### config.mk
export PLATFORM = sky130hd
export DESIGN_NAME = integer_to_ascii_formatter_core
export DESIGN_NICKNAME = d
export VERILOG_FILES = /design/src/itoa_pkg.sv /design/src/itoa_front.sv /design/src/itoa_queue.sv /design/src/itoa_back.sv /design/src/integer_to_ascii_formatter_core.sv
export SDC_FILE = /design/constraint.sdc
export NUM_CORES = 1
export LEC_CHECK = 0
export ABC_AREA = 1
export BUFFER_PORTS_ARGS = -buffer_cell sky130_fd_sc_hd__buf_2
export CELL_PAD_IN_SITES_DETAIL_PLACEMENT = 0
export CELL_PAD_IN_SITES_GLOBAL_PLACEMENT = 2
export CORE_AREA = 8 8 218 220
export CTS_CLUSTER_SIZE = 24
export DETAILED_ROUTE_END_ITERATION = 7
export DIE_AREA = 0 0 226 228
export MAX_ROUTING_LAYER = met4
export PLACE_DENSITY_LB_ADDON = 0.1
export REMOVE_ABC_BUFFERS = 1
export SLEW_MARGIN = 20
export SYNTH_ARGS = -nofsm -noshare
export SYNTH_HDL_FRONTEND = slang
export SYNTH_SLANG_ARGS = --single-unit
### constraint.sdc
create_clock -name clk_i -period 3.27 [get_ports clk_i]
set_input_delay 0.1635 -clock clk_i [delete_from_list [all_inputs] [get_ports clk_i]]
set_output_delay 0.1635 -clock clk_i [all_outputs]
set_load 0.01 [all_outputs]
### src/itoa_pkg.sv
// Shared types, constants and helpers of the integer to ASCII formatter.
`timescale 1ns / 1ps

package itoa_pkg;

  localparam int unsigned NUM_DIGITS = 10;
  localparam int unsigned DIGITS_W   = 4 * NUM_DIGITS;
  localparam int unsigned NDIG_W     = 4;

  localparam logic [7:0] CHAR_MINUS   = 8'h2D;
  localparam logic [7:0] CHAR_ZERO    = 8'h30;
  localparam logic [7:0] CHAR_UPPER_A = 8'h41;
  localparam logic [7:0] CHAR_LOWER_A = 8'h61;

  typedef enum logic [1:0] {
    FMT_SDEC = 2'd0,
    FMT_UDEC = 2'd1,
    FMT_HEXL = 2'd2,
    FMT_HEXU = 2'd3
  } fmt_e;

  typedef enum logic [1:0] {
    FR_IDLE,
    FR_CONV,
    FR_PUSH
  } front_state_e;

  typedef enum logic {
    BK_IDLE,
    BK_EMIT
  } back_state_e;

  typedef struct packed {
    logic [1:0]  action;
    logic [31:0] value;
  } in_item_t;

  typedef struct packed {
    logic [7:0] char_code;
    logic       last;
  } out_item_t;

  // One value ready for printing: digits left-aligned, most significant nibble first.
  typedef struct packed {
    logic [DIGITS_W-1:0] digits;
    logic [NDIG_W-1:0]   ndig;
    logic                neg;
    logic                upper;
  } job_t;

  function automatic logic [7:0] digit_char(input logic [3:0] d, input logic upper);
    logic [7:0] base;
    if (d < 4'd10) begin
      return CHAR_ZERO + {4'h0, d};
    end
    base = upper ? CHAR_UPPER_A : CHAR_LOWER_A;
    return base + {4'h0, d} - 8'd10;
  endfunction

endpackage

### src/itoa_front.sv
// Front end: accepts a word, resolves sign and radix, and builds its digit string.
`timescale 1ns / 1ps

module itoa_front (
  input  logic               clk_i,
  input  logic               rst_ni,
  input  logic               start,
  output logic               busy,
  input  itoa_pkg::in_item_t item_i,
  output logic               push_o,
  input  logic               full_i,
  output itoa_pkg::job_t     job_o
);

  itoa_pkg::front_state_e state_q, state_d;

  logic [31:0]                   mag_q;
  logic [itoa_pkg::DIGITS_W-1:0] bcd_q;
  logic [2:0]                    step_q;
  logic                          neg_q;
  logic                          upper_q;

  logic                          accept;
  logic                          is_sdec;
  logic                          is_dec;
  logic [31:0]                   in_mag;
  logic [itoa_pkg::DIGITS_W-1:0] dd_bcd;
  logic [31:0]                   dd_mag;
  logic [itoa_pkg::NDIG_W-1:0]   top_idx;
  logic [itoa_pkg::NDIG_W-1:0]   ndig;
  logic [itoa_pkg::NDIG_W-1:0]   shamt;

  assign accept  = start && (state_q == itoa_pkg::FR_IDLE);
  assign is_sdec = (itoa_pkg::fmt_e'(item_i.action) == itoa_pkg::FMT_SDEC);
  assign is_dec  = is_sdec || (itoa_pkg::fmt_e'(item_i.action) == itoa_pkg::FMT_UDEC);
  // Negating the most negative word gives back 0x80000000, read as unsigned.
  assign in_mag  = (is_sdec && item_i.value[31]) ? (32'd0 - item_i.value) : item_i.value;

  // Four double-dabble steps per cycle; step_q paces them over the 32-bit word.
  always_comb begin
    dd_bcd = bcd_q;
    dd_mag = mag_q;
    for (int s = 0; s < 4; s++) begin
      for (int d = 0; d < itoa_pkg::NUM_DIGITS; d++) begin
        if (dd_bcd[4*d +: 4] >= 4'd5) begin
          dd_bcd[4*d +: 4] = dd_bcd[4*d +: 4] + 4'd3;
        end
      end
      dd_bcd = {dd_bcd[itoa_pkg::DIGITS_W-2:0], dd_mag[31]};
      dd_mag = {dd_mag[30:0], 1'b0};
    end
  end

  // Highest nonzero digit sets the length; zero still prints one digit.
  always_comb begin
    top_idx = '0;
    for (int d = 0; d < itoa_pkg::NUM_DIGITS; d++) begin
      if (bcd_q[4*d +: 4] != 4'h0) begin
        top_idx = itoa_pkg::NDIG_W'(d);
      end
    end
    ndig  = top_idx + 1'b1;
    shamt = itoa_pkg::NDIG_W'(itoa_pkg::NUM_DIGITS) - ndig;
  end

  always_comb begin
    state_d = state_q;
    unique case (state_q)
      itoa_pkg::FR_IDLE: begin
        if (accept) begin
          state_d = is_dec ? itoa_pkg::FR_CONV : itoa_pkg::FR_PUSH;
        end
      end
      itoa_pkg::FR_CONV: begin
        if (step_q == 3'd7) begin
          state_d = itoa_pkg::FR_PUSH;
        end
      end
      itoa_pkg::FR_PUSH: begin
        if (!full_i) begin
          state_d = itoa_pkg::FR_IDLE;
        end
      end
      default: state_d = itoa_pkg::FR_IDLE;
    endcase
  end

  always_comb begin
    busy         = (state_q != itoa_pkg::FR_IDLE);
    push_o       = (state_q == itoa_pkg::FR_PUSH) && !full_i;
    job_o.digits = bcd_q << {shamt, 2'b00};
    job_o.ndig   = ndig;
    job_o.neg    = neg_q;
    job_o.upper  = upper_q;
  end

  always_ff @(posedge clk_i or negedge rst_ni) begin
    if (!rst_ni) begin
      state_q <= itoa_pkg::FR_IDLE;
      step_q  <= '0;
    end else begin
      state_q <= state_d;
      if (accept) begin
        step_q <= '0;
      end else if (state_q == itoa_pkg::FR_CONV) begin
        step_q <= step_q + 3'd1;
      end
    end
  end

  always_ff @(posedge clk_i) begin
    if (accept) begin
      neg_q   <= is_sdec && item_i.value[31];
      upper_q <= (itoa_pkg::fmt_e'(item_i.action) == itoa_pkg::FMT_HEXU);
      mag_q   <= in_mag;
      bcd_q   <= is_dec ? '0 : {8'h00, item_i.value};
    end else if (state_q == itoa_pkg::FR_CONV) begin
      mag_q <= dd_mag;
      bcd_q <= dd_bcd;
    end
  end

endmodule

### src/itoa_queue.sv
// Small FIFO of prepared digit strings between the front and back ends.
`timescale 1ns / 1ps

module itoa_queue #(
  parameter int unsigned DEPTH = 2
) (
  input  logic           clk_i,
  input  logic           rst_ni,
  input  logic           push_i,
  input  itoa_pkg::job_t push_data_i,
  output logic           full_o,
  input  logic           pop_i,
  output logic           valid_o,
  output itoa_pkg::job_t pop_data_o
);

  localparam int unsigned PTR_W = (DEPTH > 1) ? $clog2(DEPTH) : 1;
  localparam int unsigned CNT_W = $clog2(DEPTH + 1);

  itoa_pkg::job_t mem_q [DEPTH];

  logic [PTR_W-1:0] wr_ptr_q, wr_ptr_d;
  logic [PTR_W-1:0] rd_ptr_q, rd_ptr_d;
  logic [CNT_W-1:0] count_q, count_d;

  assign full_o     = (count_q == CNT_W'(DEPTH));
  assign valid_o    = (count_q != '0);
  assign pop_data_o = mem_q[rd_ptr_q];

  always_comb begin
    wr_ptr_d = wr_ptr_q;
    rd_ptr_d = rd_ptr_q;
    count_d  = count_q;
    if (push_i) begin
      wr_ptr_d = (wr_ptr_q == PTR_W'(DEPTH - 1)) ? '0 : wr_ptr_q + 1'b1;
    end
    if (pop_i) begin
      rd_ptr_d = (rd_ptr_q == PTR_W'(DEPTH - 1)) ? '0 : rd_ptr_q + 1'b1;
    end
    if (push_i && !pop_i) begin
      count_d = count_q + 1'b1;
    end else if (pop_i && !push_i) begin
      count_d = count_q - 1'b1;
    end
  end

  always_ff @(posedge clk_i or negedge rst_ni) begin
    if (!rst_ni) begin
      wr_ptr_q <= '0;
      rd_ptr_q <= '0;
      count_q  <= '0;
    end else begin
      wr_ptr_q <= wr_ptr_d;
      rd_ptr_q <= rd_ptr_d;
      count_q  <= count_d;
    end
  end

  always_ff @(posedge clk_i) begin
    if (push_i) begin
      mem_q[wr_ptr_q] <= push_data_i;
    end
  end

endmodule

### src/itoa_back.sv
// Back end: emits the sign and digits of one prepared value, one character a cycle.
`timescale 1ns / 1ps

module itoa_back (
  input  logic                clk_i,
  input  logic                rst_ni,
  input  logic                valid_i,
  input  itoa_pkg::job_t      job_i,
  output logic                pop_o,
  output logic                result_valid_o,
  output itoa_pkg::out_item_t result_o
);

  itoa_pkg::back_state_e state_q, state_d;

  logic [itoa_pkg::DIGITS_W-1:0] digits_q;
  logic [itoa_pkg::NDIG_W-1:0]   rem_q;
  logic                          neg_q;
  logic                          upper_q;
  logic                          out_valid_q;
  itoa_pkg::out_item_t           out_q;

  logic                emit;
  logic                emit_last;
  itoa_pkg::out_item_t emit_item;

  always_comb begin
    emit      = (state_q == itoa_pkg::BK_EMIT);
    emit_last = emit && !neg_q && (rem_q == itoa_pkg::NDIG_W'(1));
    // The next value may load in the cycle that sends the last character of this one.
    pop_o     = valid_i && ((state_q == itoa_pkg::BK_IDLE) || emit_last);
    emit_item.last      = emit_last;
    emit_item.char_code = neg_q ? itoa_pkg::CHAR_MINUS :
        itoa_pkg::digit_char(digits_q[itoa_pkg::DIGITS_W-1 -: 4], upper_q);
  end

  always_comb begin
    state_d = state_q;
    unique case (state_q)
      itoa_pkg::BK_IDLE: begin
        if (pop_o) begin
          state_d = itoa_pkg::BK_EMIT;
        end
      end
      itoa_pkg::BK_EMIT: begin
        if (emit_last && !pop_o) begin
          state_d = itoa_pkg::BK_IDLE;
        end
      end
      default: state_d = itoa_pkg::BK_IDLE;
    endcase
  end

  always_ff @(posedge clk_i or negedge rst_ni) begin
    if (!rst_ni) begin
      state_q     <= itoa_pkg::BK_IDLE;
      out_valid_q <= 1'b0;
    end else begin
      state_q     <= state_d;
      out_valid_q <= emit;
    end
  end

  always_ff @(posedge clk_i) begin
    out_q <= emit_item;
    if (pop_o) begin
      digits_q <= job_i.digits;
      rem_q    <= job_i.ndig;
      neg_q    <= job_i.neg;
      upper_q  <= job_i.upper;
    end else if (emit) begin
      if (neg_q) begin
        neg_q <= 1'b0;
      end else begin
        digits_q <= {digits_q[itoa_pkg::DIGITS_W-5:0], 4'h0};
        rem_q    <= rem_q - 1'b1;
      end
    end
  end

  assign result_valid_o = out_valid_q;
  assign result_o       = out_q;

endmodule

### src/integer_to_ascii_formatter_core.sv
// Top level of the integer to ASCII formatter: front end, job queue and back end.
`timescale 1ns / 1ps

// Converts a 32-bit word to decimal or hex text and sends it one character at a time.
// Input: drive item_i (action selects signed decimal, unsigned decimal, lowercase hex
// or uppercase hex) and raise start; the transfer happens at a clock edge where start
// is high and busy is low. Output: result_valid_o is high for one cycle per character
// in result_o; result_o.last marks the final character of a value. Characters of one
// value leave on consecutive cycles, most significant digit first, with a leading
// minus for negative signed values and no leading zeros.
// A hex item goes from FR_PUSH through the queue into BK_EMIT and the output register;
// a decimal item first passes FR_CONV, the binary to BCD converter (4 bits per cycle).
// The back end sends one character per cycle; the front end takes a new item once it
// has pushed the last one and works ahead while the queue has room, so the slower of
// the two sets the rate.
// The receiver cannot stall: every character is taken in the cycle it is shown.
// Reset clears the front end, the queue and the back end; no text is in flight after.

module integer_to_ascii_formatter_core #(
  parameter int unsigned QUEUE_DEPTH = 2
) (
  input  logic                clk_i,
  input  logic                rst_ni,
  input  logic                start,
  output logic                busy,
  input  itoa_pkg::in_item_t  item_i,
  output logic                result_valid_o,
  output itoa_pkg::out_item_t result_o
);

  logic           push;
  logic           full;
  logic           pop;
  logic           q_valid;
  itoa_pkg::job_t front_job;
  itoa_pkg::job_t back_job;

  itoa_front u_front (
    .clk_i  (clk_i),
    .rst_ni (rst_ni),
    .start  (start),
    .busy   (busy),
    .item_i (item_i),
    .push_o (push),
    .full_i (full),
    .job_o  (front_job)
  );

  itoa_queue #(
    .DEPTH (QUEUE_DEPTH)
  ) u_queue (
    .clk_i       (clk_i),
    .rst_ni      (rst_ni),
    .push_i      (push),
    .push_data_i (front_job),
    .full_o      (full),
    .pop_i       (pop),
    .valid_o     (q_valid),
    .pop_data_o  (back_job)
  );

  itoa_back u_back (
    .clk_i          (clk_i),
    .rst_ni         (rst_ni),
    .valid_i        (q_valid),
    .job_i          (back_job),
    .pop_o          (pop),
    .result_valid_o (result_valid_o),
    .result_o       (result_o)
  );

endmodule

==> metrics.cfg, run 1 <==
[timing]
finalSetupViolCount=2
worst_slew_pin_slew_ns=0.7019
rsz0062_at_grt=yes
period_needed_ns=3.461
hold_viol_final=0
fin_skew_ns=0.02121
period_share_pct=105.8
fin_tns_setup_ns=-0.3779
slew_viol_final=0
slew_headroom_pct=53.21
timing.fmax_mhz=288.9
fin_ws_ns=-0.1909

[setup_path]
r2r-start=u_front.bcd_q[36]
r2r_slack_ns=-0.19
critPathBufInv=6
r2r-end=u_front.bcd_q[38]
arrival_ns=3.77
critPathMaxFanout=3
crit_path_start_kind=flip-flop
startpoint=u_front.bcd_q[36]
end_kind=flip-flop
path_common_cell=inv_2
critical_path_depth=25
slowest_delay_ns=0.40
ff2ff_path_depth=25
cp-endpoint=u_front.bcd_q[38]
crit_family=simple AND/OR/NAND/NOR gates
crit_required_ns=3.58
crit_type=reg -> reg
crit_slowest_cell=edfxtp_1

[die]
num_io_pins=48
row_count=77
fp.dieW_um=226
core_mm2=0.04384
dieArea_mm2=0.05153
die_h_um=228
initial_core_util_pct=34.71

[hold_path]
hp-class=in -> reg

[yosys]
async_flop_share_pct=4.762
syn_area_mm2=0.01521
synth_commonest_cells=nand2_1 (551), edfxtp_1 (212), inv_1 (200)
synth_area_leaders=edfxtp_1 (42%), nand2_1 (14%), inv_1 (4.9%)
syn_area_per_cell_um2=8.089
synthCells=1881
synth_area_leader_cell=edfxtp_1
synth-edff-count=212
synthMostInstantiatedCell=nand2_1
ys.flop_type=edfxtp_1
ys_seq_area_share_pct=44.70
yosys_warnings=0
synth.ff_latch_count=231
netlist.area_leader.share_pct=41.84
synth_cell_types=57

[layout]
nFillCells=4434
area_growth_pct=27.66
antenna_cells=0
fin_nets=2224
layout-drive-gt1-share_pct=28.99

[place]
routabilityCongestion=0.7852
preCtsSetupSlack_ns=-0.6697
port_buffers=46
dp_hpwl_um=31240

[drt]
first_pass_iters=5
via_count=13140
antenna_left=0
via_per_inst=4.794
wl_per_cell_um=15.27
drc_errors=0
wl_um=41860
drtIter0Drc=642

[clock_tree]
cts.sinks=231
clock_latency_ns=0.56
clk_pin_slew_ns=0.06
cts_tree=yes
h-tree-depth=1
cts.path.max_buffers=3
cts_inserted_buffers=27
cts-root-buf=clkbuf_16

[grt]
grt_overflow_total=0
track_usage_pct=16.03
grt_pass1_vias=12390
antenna_found_initial=0
grt_max_degree=87
grt_pass1_wl_um=65720

[run]
drv_cap=0

[outcome]
outcome=complete, but fails checks
violations=negative setup slack

==> layer usage <==
layer  up-vias  wire (µm)  GRT usage, %
met1      6153      19870         21.19
li1       6807          -             -
met3        37       1068         1.886
met4         0        589         2.600
met5         -          0             -
met2       143      20340         26.62
==> worst min-delay path, cell delays in order <==
cell and delay [ns]:
buf_2 0.13, nand2_1 0.09, nand2_1 0.08
==> placed cells by master (no fill, tap or decap), drive strengths merged, types with 6 or more instances in the layout <==
master,instances
a211oi,9
a21oi,51
a31oi,40
buf,260
clkbuf,33
clkinv,16
dfrtp,11
dfxtp,8
dlygate4sd3,19
edfxtp,212
ha,57
inv,222
nand2,617
nand3,130
nand4,37
nor2,140
nor3,17
o211ai,10
o21ai,163
o21bai,8
o22ai,13
o31ai,6
or2,6
xnor2,8
xor2,29
==> cells by family (layout without fill, tap and decap cells) <==
family                     count (synthesis)  in the layout  synth area share, %
xor gates and xnor gates                  37             37                2.426
DFF                                      231            231                44.70
AOI/OAI and AO/OA                        312            312                11.99
other                                      1              1              0.02465
adders and majority gates                 57             57                4.687
and+or+nand+nor                          961            961                28.63
buffers and inverters                    282            550                7.541
==> repair_timing <==
action | CTS | global route
buffers inserted | 13 | 50
resized for setup | 55 | 187
cloned | 0 | 1
endpoints found under the setup margin | 44 | 105
hold buffers | 19 | 0
pin swaps | 21 | 65
hold endpoints to repair | 28 | 0
==> worst min-delay path by stage <==
stage,from,to,cells past startpoint,slack (ns)
finish,item_i[10],u_front.bcd_q[10],3,0.02
global route,item_i[12],u_front.bcd_q[12],3,0.03
CTS,item_i[3],u_front.mag_q[3],3,0.002
detailed placement,rst_ni,u_queue.rd_ptr_q,1,0.05
global placement,rst_ni,u_queue.rd_ptr_q,1,0.05
floorplan,rst_ni,u_back.emit,0,-0.13
==> registers in the layout, indices dropped and copies added, names as in the netlist, 2 cells and up <==
| signal | flops |
|---|---|
| u_front.state_q | 2 |
| u_front.bcd_q | 40 |
| u_back.rem_q | 4 |
| u_front.mag_q | 32 |
| u_back.digits_q | 40 |
| u_front.step_q | 3 |
| u_queue.mem_q | 92 |
| u_back.result_o | 8 |
| u_queue.count_q | 2 |
==> area by class of cell <==
class                      count  area, µm²  share of cell area (%)
tap                          592      740.7                   3.813
sequential                   231       6802                   35.02
clock inverter                15      76.32                  0.3929
inverter                     223      849.6                   4.374
multi-input combinational   1368       8064                   41.52
timing repair buffer         279       2193                   11.29
clock buffer                  33      698.2                   3.594
==> through the flow <==
step | utilization (%) | area, µm² | hold slack (ns) | std cells
floorplan | - | 14900 | -0.1321 | 1822
global placement | 39.15 | 17160 | 0.05015 | 2613
detailed placement | 39.15 | 17160 | 0.05198 | 2613
CTS | 41.94 | 18390 | 0.002082 | 2693
global route | 44.31 | 19420 | 0.03046 | 2741
finish | 44.31 | 19420 | 0.02342 | 2741
Power of run 1 is left out: the tool's default activity adds up to more than one toggle a clock period on the data nets, which glitch-free logic cannot reach.
==> run 2, diff against run 1 <==
BUFFER_PORTS_ARGS = unset   (was -buffer_cell sky130_fd_sc_hd__buf_2)
CORE_AREA = 8 8 205 207   (was 8 8 218 220)
DIE_AREA = 0 0 213 215   (was 0 0 226 228)
DONT_BUFFER_PORTS = 1   (was unset)
clock period = 3.7 ns   (was 3.27 ns; I/O delays follow)
==> metrics.cfg, run 2 (same netlist as run 1, synthesis figures left out) <==
[grt]
grt_pass1_wl_um=64650
grt_max_degree=87
antenna_found_initial=0
grt_overflow_total=0
track_usage_pct=17.95
grt_pass1_vias=12010

[clock_tree]
cts_inserted_buffers=26
cts-root-buf=clkbuf_16
cts.path.max_buffers=3
clock_latency_ns=0.56
cts_tree=yes
cts.sinks=231
clk_pin_slew_ns=0.06
h-tree-depth=1

[layout]
layout_commonest_cell=nand2_1
area_growth_pct=14.66
layout_common_cells=nand2_1 (544), edfxtp_1 (212), inv_1 (188)
fin_area_mm2=0.01745
largest_register_ffs=92
regMostFlops=u_queue.mem_q
reg_top3=u_queue.mem_q (92), u_back.digits_q (40), u_front.bcd_q (40)
fin_nets=2044
layout-drive-gt1-share_pct=15.08
fin_cells=2494
antenna_cells=0
postLayoutCoreUtil_pct=44.73

[timing]
period_needed_ns=3.458
finalSetupViolCount=0
timing.fmax_mhz=289.2
slew_headroom_pct=43.81
slew_viol_final=0
rsz0062_at_grt=yes
hold_viol_final=0
period_share_pct=93.46
fin_skew_ns=0.02436
worst_slew_pin_slew_ns=0.8428

[setup_path]
crit_path_start_kind=flip-flop
end_kind=flip-flop
r2r-end=u_front.bcd_q[38]
r2r-start=u_front.bcd_q[37]
critPathMaxFanout=4
r2r_slack_ns=0.24
ff2ff_path_depth=25
arrival_ns=3.77
crit_type=reg -> reg
crit_required_ns=4.01

[place]
port_buffers=0
dp.cells=2397
routabilityCongestion=0.8182
placed_cell_area_mm2=0.01604
dp_hpwl_um=29790

[drt]
wl_um=40000
first_pass_iters=5
via_count=12470
via_per_inst=5.000
drtIter0Drc=687
antenna_left=0
wl_per_cell_um=16.04
drc_errors=0

[die]
dieArea_mm2=0.04580
fp.dieW_um=213
core_mm2=0.03900
num_io_pins=48
row_count=73
initial_core_util_pct=39.01
die_h_um=215

[hold_path]
hp-class=in -> reg
worstHoldStart=item_i[33]
min_to=u_front.mag_q[31]
hold_depth=4

[outcome]
outcome=completed

[run]
drv_cap=0

==> run 2: cell types whose count changed in the layout (fill, tap and decap cells not counted), moves of 17 or more <==
cell     delta
nand2_1    +46
buf_2      -47
nand2_2    -38
ha_1       +19
nand3_1    +22
buf_4     -128
inv_1      +17
==> run 2: routing by layer <==
layer,track usage (%),wire (µm)
met1,23.93,18930
met2,28.71,18670
met3,2.518,1523
met4,4.050,885
met5,-,0
==> run 2: repair_timing <==
| item | 4_1_cts | 5_1_grt |
|---|---|---|
| pin swaps | 11 | 16 |
| endpoints found under the setup margin | 2 | 9 |
| gates cloned | 0 | 0 |
| setup buffers | 2 | 14 |
| hold buffers | 34 | 0 |
| resized for setup | 19 | 20 |
| hold endpoints to repair | 68 | 0 |
==> run 2: worst max path at each step <==
| stage | startpoint | end | slack (ns) | cells past startpoint |
|---|---|---|---|---|
| after floorplan | u_back.rem_q[1] | u_queue.count_q[1] | -1.37 | 9 |
| after global placement | u_front.bcd_q[37] | u_front.bcd_q[38] | -0.05 | 25 |
| after detailed placement | u_front.bcd_q[37] | u_front.bcd_q[38] | -0.15 | 25 |
| after CTS | u_front.bcd_q[36] | u_front.bcd_q[38] | 0.02 | 25 |
| after global routing | u_front.bcd_q[37] | u_front.bcd_q[38] | -0.05 | 25 |
| final | u_front.bcd_q[37] | u_front.bcd_q[38] | 0.24 | 25 |
==> run 2: critical path, stage by stage, from the launching register on <==
cell      delay (ns)
edfxtp_1        0.37
inv_2           0.13
ha_4            0.15
inv_2           0.04
o21ai_2         0.12
nand2_2         0.08
xor2_2          0.19
ha_2            0.22
inv_2           0.04
o21ai_2         0.11
nand2_2         0.08
xor2_2          0.18
ha_2            0.22
inv_2           0.04
o221ai_2        0.18
nand2_2         0.10
xor2_2          0.21
ha_2            0.20
inv_2           0.04
or2_4           0.22
nand3_2         0.06
nand2_2         0.06
inv_2           0.06
nand2_1         0.04
nand2_1         0.05
nor2_1          0.05
==> run 2: layout make-up <==
type,count,area [µm²]
flip-flops and latches,231,6802
clock inverters,19,180.2
inverters,223,837.1
fillers,3936,21560
well taps,525,656.9
multi-input cells,1368,7413
clock buffers,28,658.1
repair buffers,100,898.4
==> run 2: through the flow <==
| stage | setup slack, ns | TNS [ns] | hold WS [ns] |
|---|---|---|---|
| global route | -0.05231 | -0.08919 | 0.01685 |
| finish | 0.2421 | 0 | 0.01507 |
| global placement | -0.04667 | -0.07344 | -0.1102 |
| CTS | 0.02053 | 0 | 0.001551 |
| detailed placement | -0.1511 | -0.2761 | -0.1102 |
| floorplan | -1.372 | -51.78 | -0.1106 |
Power of run 2 is left out for the same reason.
